$ cat config.mk
export PLATFORM = sky130hd
export DESIGN_NAME = cc4_ctrl
export DESIGN_NICKNAME = d
export VERILOG_FILES = /design/src/sv/cc4_pkg.sv /design/src/sv/cc4_ctrl.sv
export SDC_FILE = /design/constraint.sdc
export NUM_CORES = 1
export LEC_CHECK = 0
export BUFFER_PORTS_ARGS = -buffer_cell sky130_fd_sc_hd__buf_2
export CAP_MARGIN = 20
export CELL_PAD_IN_SITES_DETAIL_PLACEMENT = 1
export CELL_PAD_IN_SITES_GLOBAL_PLACEMENT = 1
export CORE_MARGIN = 2
export CORE_UTILIZATION = 31
export CTS_CLUSTER_DIAMETER = 100
export DETAILED_ROUTE_END_ITERATION = 8
export PLACE_DENSITY_LB_ADDON = 0.1
export SLEW_MARGIN = 20
export SYNTH_ARGS = -nofsm -noshare
export SYNTH_HDL_FRONTEND = slang
export SYNTH_SLANG_ARGS = --single-unit
$ cat constraint.sdc
create_clock -name i_clk -period 3.6 [get_ports i_clk]
set_input_delay 0.18 -clock i_clk [delete_from_list [all_inputs] [get_ports i_clk]]
set_output_delay 0.18 -clock i_clk [all_outputs]
set_load 0.01 [all_outputs]
$ cat src/sv/cc4_pkg.sv
// ---------------------------------------------------------------------------
// cc4_pkg
// Shared types, constants and helpers for the 4x4 complex Cholesky unit
// (reciprocal square root on the diagonal).
// ---------------------------------------------------------------------------
package cc4_pkg;

    localparam int WORD_BITS_DEF = 32;

    // input word: one lower-triangle Gram entry
    typedef struct packed {
        logic [1:0]         row_index;
        logic [1:0]         col_index;
        logic signed [31:0] real_part;
        logic signed [31:0] imag_part;
        logic               last_entry;
    } t_in_word;

    // output word: one factor entry
    typedef struct packed {
        logic [1:0]         out_row;
        logic [1:0]         out_col;
        logic signed [31:0] out_real;
        logic signed [31:0] out_imag;
        logic               pivot_bad;
        logic               out_last;
    } t_out_word;

    typedef enum logic [3:0] {
        S_IDLE,
        S_GRD,
        S_GCAP,
        S_LRD_B,
        S_LRD_A,
        S_LCAP,
        S_MUL,
        S_ACC,
        S_PIV,
        S_DIV,
        S_SQI,
        S_SQRT,
        S_RSL,
        S_SCL_MUL,
        S_SCL_ACC,
        S_EMIT
    } t_state;

    typedef enum logic [1:0] {A_RA_RE, A_RA_IM, A_ACC_RE, A_ACC_IM} t_a_sel;
    typedef enum logic [1:0] {B_RB_RE, B_RB_IM, B_RS} t_b_sel;
    typedef enum logic [1:0] {ACC_SUB, ACC_ADD, ACC_LOAD} t_acc_op;

    // controller to datapath
    typedef struct packed {
        logic       gram_wr;
        logic       cap_g;
        logic       cap_b;
        logic       cap_a;
        logic       mul_en;
        t_a_sel     a_sel;
        t_b_sel     b_sel;
        logic       acc_en;
        logic       acc_im;
        t_acc_op    acc_op;
        logic       set_bad;
        logic       div_init;
        logic       div_step;
        logic       div_first;
        logic       sqrt_init;
        logic       sqrt_step;
        logic       rs_load;
        logic       out_load;
        logic       l_wr;
        logic [1:0] row;
        logic [1:0] col;
        logic [1:0] l_row;
        logic [1:0] k;
    } t_cmd;

    // datapath to controller
    typedef struct packed {
        logic acc_nonpos;
        logic out_free;
    } t_sts;

    // packed lower-triangle address
    function automatic logic [3:0] tri_addr(input logic [1:0] row, input logic [1:0] col);
        logic [3:0] base;
        unique case (row)
            2'd0:    base = 4'd0;
            2'd1:    base = 4'd1;
            2'd2:    base = 4'd3;
            default: base = 4'd6;
        endcase
        return base + {2'b00, col};
    endfunction

endpackage

$ cat src/sv/cc4_ctrl.sv
// ---------------------------------------------------------------------------
// cc4_ctrl
// Sequencer: loads entries, walks columns, rows and inner products, and
// steps the divider and root unit.
// ---------------------------------------------------------------------------
module cc4_ctrl #(
    parameter int WORD_BITS = cc4_pkg::WORD_BITS_DEF
) (
    input  logic              i_clk,
    input  logic              i_rst_n,
    input  logic              i_in_valid,
    input  cc4_pkg::t_in_word i_in_word,
    output logic              o_in_stall,
    output cc4_pkg::t_cmd     o_cmd,
    input  cc4_pkg::t_sts     i_sts
);
    import cc4_pkg::*;

    localparam int F  = WORD_BITS - 8;
    localparam int QW = 3 * F + 1;
    localparam int SW = (QW + 1) / 2;
    localparam int CNW = $clog2(QW + 1);

    t_state r_state, n_state;
    logic [1:0] r_i, n_i, r_j, n_j, r_k, n_k, r_p, n_p;
    logic [CNW-1:0] r_cnt, n_cnt;
    logic diag, in_ok;

    assign diag  = (r_i == r_j);
    assign in_ok = i_in_word.col_index <= i_in_word.row_index;

    always_ff @(posedge i_clk) begin
        if (!i_rst_n) begin
            r_state <= S_IDLE;
            r_i <= '0;
            r_j <= '0;
            r_k <= '0;
            r_p <= '0;
            r_cnt <= '0;
        end else begin
            r_state <= n_state;
            r_i <= n_i;
            r_j <= n_j;
            r_k <= n_k;
            r_p <= n_p;
            r_cnt <= n_cnt;
        end
    end

    // next state and loop indices
    always_comb begin
        n_state = r_state;
        n_i = r_i;
        n_j = r_j;
        n_k = r_k;
        n_p = r_p;
        n_cnt = r_cnt;
        unique case (r_state)
            S_IDLE: begin
                if (i_in_valid && in_ok && i_in_word.last_entry) begin
                    n_i = '0;
                    n_j = '0;
                    n_k = '0;
                    n_p = '0;
                    n_state = S_GRD;
                end
            end
            S_GRD: n_state = S_GCAP;
            S_GCAP: begin
                n_k = '0;
                n_p = '0;
                if (r_j != 2'd0) n_state = S_LRD_B;
                else             n_state = diag ? S_PIV : S_SCL_MUL;
            end
            S_LRD_B: n_state = S_LRD_A;
            S_LRD_A: n_state = S_LCAP;
            S_LCAP:  n_state = S_MUL;
            S_MUL:   n_state = S_ACC;
            S_ACC: begin
                if (r_p != (diag ? 2'd1 : 2'd3)) begin
                    n_p = r_p + 2'd1;
                    n_state = S_MUL;
                end else begin
                    n_p = '0;
                    if (r_k != r_j - 2'd1) begin
                        n_k = r_k + 2'd1;
                        n_state = S_LRD_B;
                    end else begin
                        n_state = diag ? S_PIV : S_SCL_MUL;
                    end
                end
            end
            S_PIV: begin
                n_cnt = '0;
                n_state = i_sts.acc_nonpos ? S_EMIT : S_DIV;
            end
            S_DIV: begin
                n_cnt = r_cnt + 1'b1;
                if (r_cnt == CNW'(QW - 1)) n_state = S_SQI;
            end
            S_SQI: begin
                n_cnt = '0;
                n_state = S_SQRT;
            end
            S_SQRT: begin
                n_cnt = r_cnt + 1'b1;
                if (r_cnt == CNW'(SW - 1)) n_state = S_RSL;
            end
            S_RSL: n_state = S_EMIT;
            S_SCL_MUL: n_state = S_SCL_ACC;
            S_SCL_ACC: begin
                if (r_p == 2'd0) begin
                    n_p = 2'd1;
                    n_state = S_SCL_MUL;
                end else begin
                    n_p = '0;
                    n_state = S_EMIT;
                end
            end
            S_EMIT: begin
                if (i_sts.out_free) begin
                    if (r_i == 2'd3) begin
                        if (r_j == 2'd3) begin
                            n_state = S_IDLE;
                        end else begin
                            n_j = r_j + 2'd1;
                            n_i = r_j + 2'd1;
                            n_state = S_GRD;
                        end
                    end else begin
                        n_i = r_i + 2'd1;
                        n_state = S_GRD;
                    end
                end
            end
            default: n_state = S_IDLE;
        endcase
    end

    // command outputs
    always_comb begin
        o_cmd = '0;
        o_cmd.row   = r_i;
        o_cmd.col   = r_j;
        o_cmd.k     = r_k;
        o_cmd.l_row = r_j;
        o_cmd.a_sel = A_RA_RE;
        o_cmd.b_sel = B_RB_RE;
        o_cmd.acc_op = ACC_SUB;
        o_in_stall  = 1'b1;
        unique case (r_state)
            S_IDLE: begin
                o_in_stall = 1'b0;
                o_cmd.gram_wr = i_in_valid && in_ok;
            end
            S_GCAP:  o_cmd.cap_g = 1'b1;
            S_LRD_A: begin
                o_cmd.cap_b = 1'b1;
                o_cmd.l_row = r_i;
            end
            S_LCAP: begin
                o_cmd.cap_a = 1'b1;
                o_cmd.l_row = r_i;
            end
            S_MUL, S_ACC: begin
                o_cmd.mul_en = (r_state == S_MUL);
                o_cmd.acc_en = (r_state == S_ACC);
                case (r_p)
                    2'd0: begin
                        o_cmd.a_sel = A_RA_RE;
                        o_cmd.b_sel = B_RB_RE;
                    end
                    2'd1: begin
                        o_cmd.a_sel = A_RA_IM;
                        o_cmd.b_sel = B_RB_IM;
                    end
                    2'd2: begin
                        o_cmd.a_sel = A_RA_RE;
                        o_cmd.b_sel = B_RB_IM;
                        o_cmd.acc_im = 1'b1;
                        o_cmd.acc_op = ACC_ADD;
                    end
                    default: begin
                        o_cmd.a_sel = A_RA_IM;
                        o_cmd.b_sel = B_RB_RE;
                        o_cmd.acc_im = 1'b1;
                    end
                endcase
            end
            S_PIV: begin
                o_cmd.set_bad  = 1'b1;
                o_cmd.div_init = 1'b1;
            end
            S_DIV: begin
                o_cmd.div_step  = 1'b1;
                o_cmd.div_first = (r_cnt == '0);
            end
            S_SQI:  o_cmd.sqrt_init = 1'b1;
            S_SQRT: o_cmd.sqrt_step = 1'b1;
            S_RSL:  o_cmd.rs_load = 1'b1;
            S_SCL_MUL, S_SCL_ACC: begin
                o_cmd.mul_en = (r_state == S_SCL_MUL);
                o_cmd.acc_en = (r_state == S_SCL_ACC);
                o_cmd.a_sel  = (r_p == 2'd0) ? A_ACC_RE : A_ACC_IM;
                o_cmd.b_sel  = B_RS;
                o_cmd.acc_im = (r_p != 2'd0);
                o_cmd.acc_op = ACC_LOAD;
            end
            S_EMIT: begin
                o_cmd.out_load = i_sts.out_free;
                o_cmd.l_wr     = i_sts.out_free && !diag;
            end
            default: ;
        endcase
    end

endmodule

==> impl_metrics.env <==
export IMPL_antenna_found_initial=0
export IMPL_hpwl_um=3660
export IMPL_ios=105
export IMPL_postCtsHoldBufs=0
export IMPL_synth_nets=308
export IMPL_timing_final_crit_share_pct=62.9
export IMPL_grt_max_degree=25
export IMPL_cp_arrival_ns=2.46
export IMPL_max_slew_margin_pct=48.2
export IMPL_worst_path_max_fanout=7
export IMPL_synth_warnings=0
export IMPL_power_mw=0.788
export IMPL_drive_gt1_share_pct=21.3
export IMPL_synth_compound_area_share_pct=20.8
export IMPL_ir_drop_v=0.000162
export IMPL_syn_area_um2=1650
export IMPL_initial_core_util_pct=32.1
export IMPL_syn_to_final_growth_pct=15.9
export IMPL_synthSimpleGateAreaFrac_pct=32.3
export IMPL_coreArea_um2=5140
export IMPL_cts_root_buf="clkbuf_8"
export IMPL_hold_path_class="input pin to flip-flop"
export IMPL_ys_flop_type="dfxtp_1"
export IMPL_wl_um=4820
export IMPL_dieArea_um2=5930
export IMPL_insertion_delay_ns=0.27
export IMPL_synthCells=223
export IMPL_cts_setup_buffers=0
export IMPL_startpoint_type="flip-flop"
export IMPL_io_buffers=40
export IMPL_dieHeight_um=77.0
export IMPL_ant_nets=0
export IMPL_cts_tree="built"
export IMPL_cp_startpoint="r_j[0]$_SDFFE_PN0P_"
export IMPL_grt_usage_pct=16.8
export IMPL_num_vias=1696
export IMPL_clockBufferDepth=2
export IMPL_final_hold_viol_count=0
export IMPL_overflow=0
export IMPL_firstDrtPassIters=4
export IMPL_muxShareOfSynthArea_pct=0.606
export IMPL_worstSetupPathType="flip-flop to flip-flop"
export IMPL_globalplace_congestion=0.769
export IMPL_holdCritStartpoint="i_rst_n"
export IMPL_postLayoutCellArea_um2=1910
export IMPL_leakagePower_nw=0.827
export IMPL_rr_startpoint="r_j[0]$_SDFFE_PN0P_"
export IMPL_synth_edf_count=0
export IMPL_final_min_clock_period_ns=2.26
export IMPL_maxSlewViolCount=0
export IMPL_avgSynthCellArea_um2=7.41
export IMPL_final_common_cell="buf_2"
export IMPL_layout_common_cells="buf_2, nor2_1, dfxtp_1"
export IMPL_viasPerCell=5.23
export IMPL_cts_htree_levels=1
export IMPL_tns_ns=0
export IMPL_clock_sinks=19
export IMPL_ys_seq_area_share_pct=23.0
export IMPL_worstSetupEndpointType="flip-flop"
export IMPL_synthAdderAreaFrac_pct=8.33
export IMPL_first_iter_violations=51
export IMPL_power_density_nw_per_um2=412
export IMPL_wl_per_cell_um=14.9
export IMPL_max_cap_violations=0
export IMPL_drc_errors=0
export IMPL_max_freq_mhz=442
export IMPL_setup_viol=0
export IMPL_worstMarginPinSlew_ns=0.777
export IMPL_fin_nets=340
export IMPL_fp_dieW_um=77.0
export IMPL_dpl_cell_area_um2=1870
export IMPL_clk_pin_slew_ns=0.08
export IMPL_ys_ff_latch=19
export IMPL_rsz0062_at_grt="no"
export IMPL_synth_top_family_by_area="simple AND/OR/NAND/NOR gates"
export IMPL_synthXorXnorAreaFrac_pct=6.29
export IMPL_required_ns=3.80
export IMPL_num_rows=26
export IMPL_cts_buffers=3
export IMPL_post_cts_resized=0
export IMPL_async_flop_share_pct=0
export IMPL_status="finished, final reports clean"
export IMPL_antenna_cells=0
export IMPL_grt_pass1_vias=1653
export IMPL_grt_pass1_wl_um=8250
export IMPL_synth_distinct_cells=53
export IMPL_skew_ns=0.00329
==> final cells by class <==
type                            count  area (µm²)
Multi-Input combinational cell    172        1130
Timing Repair Buffer               40         200
Fill cell                         679        3230
Clock inverter                      1        5.00
Inverter                           19        71.3
Clock buffer                        3        41.3
Tap cell                           70        87.6
Sequential cell                    19         380
==> cell usage after synthesis, drive strengths merged (3+ instances only) <==
cell type	number	area share (%)
a211oi	3	1.7
a21oi	14	4.2
a31oi	6	2.3
and2	4	1.5
and3	4	1.5
buf	9	3.4
clkbuf	4	0.91
dfxtp	19	23
ha	11	8.3
inv	19	4.3
nand2	18	4.5
nand2b	6	2.3
nand3	13	3.9
nand3b	3	1.4
nand4	4	1.9
nor2	22	5.0
nor3	5	1.5
o21ai	14	4.2
o22ai	3	1.1
or3	3	1.1
xnor2	5	3.1
xor2	6	3.2
==> routing by layer <==
| metal | vias up | share of wire [%] | track usage, % |
|---|---|---|---|
| met5 | - | 0 | 0 |
| met4 | 0 | 0.66 | 3.75 |
| met3 | 4 | 3.0 | 2.00 |
| met2 | 30 | 46 | 29.1 |
| met1 | 811 | 50 | 22.3 |
| li1 | 851 | - | - |
==> flip-flops by register name, summed over array words and instances, names as in the netlist <==
name and count:
r_cnt 7, r_i 2, r_j 2, r_k 2
r_p 2, r_state 4
==> worst paths after layout <==
path | end | slack (ns) | depth (start not counted)
min reg2reg | r_cnt[1]$_SDFFE_PN0P_ | 0.50 | 2
min | r_state[2]$_SDFFE_PN0P_ | 0.22 | 3
max reg2reg | r_k[1]$_SDFFE_PN0P_ | 1.34 | 7
max | r_k[1]$_SDFFE_PN0P_ | 1.34 | 7
==> worst max-delay path, stage by stage, from the launching register on <==
cell     delay [ns]
dfxtp_1        0.50
inv_1          0.15
ha_1           0.38
xor2_1         0.18
a21oi_1        0.23
o21ai_1        0.15
or4_1          0.50
o21ai_1        0.10
==> cells by family (layout without fill, tap and decap cells) <==
logic type / after synthesis / in the layout
AO/OA/AOI/OAI: 52 / 52
XOR/XNOR: 11 / 11
adder cells (fa/ha/maj): 11 / 11
buffers and inverters: 32 / 63
flip-flops: 19 / 19
multiplexers: 1 / 1
AND/OR/NAND/NOR: 97 / 97
==> power breakdown <==
part / total [mW] / internal (mW) / switching, mW
clock network: 0.163 / 0.0773 / 0.0858
registers: 0.300 / 0.223 / 0.0761
logic: 0.326 / 0.136 / 0.190
==> metrics by stage <==
step           setup WS [ns]  std cells  util [%]  hold slack [ns]
2_1_floorplan           1.67        223         -            0.296
3_3_place_gp            1.38        320      36.3            0.481
3_5_place_dp            1.33        320      36.3            0.489
4_1_cts                 1.31        324      37.2            0.209
5_1_grt                 1.15        324      37.2            0.221
6_report                1.34        324      37.2            0.221
Note: power is estimated with default switching activity, not from simulation.
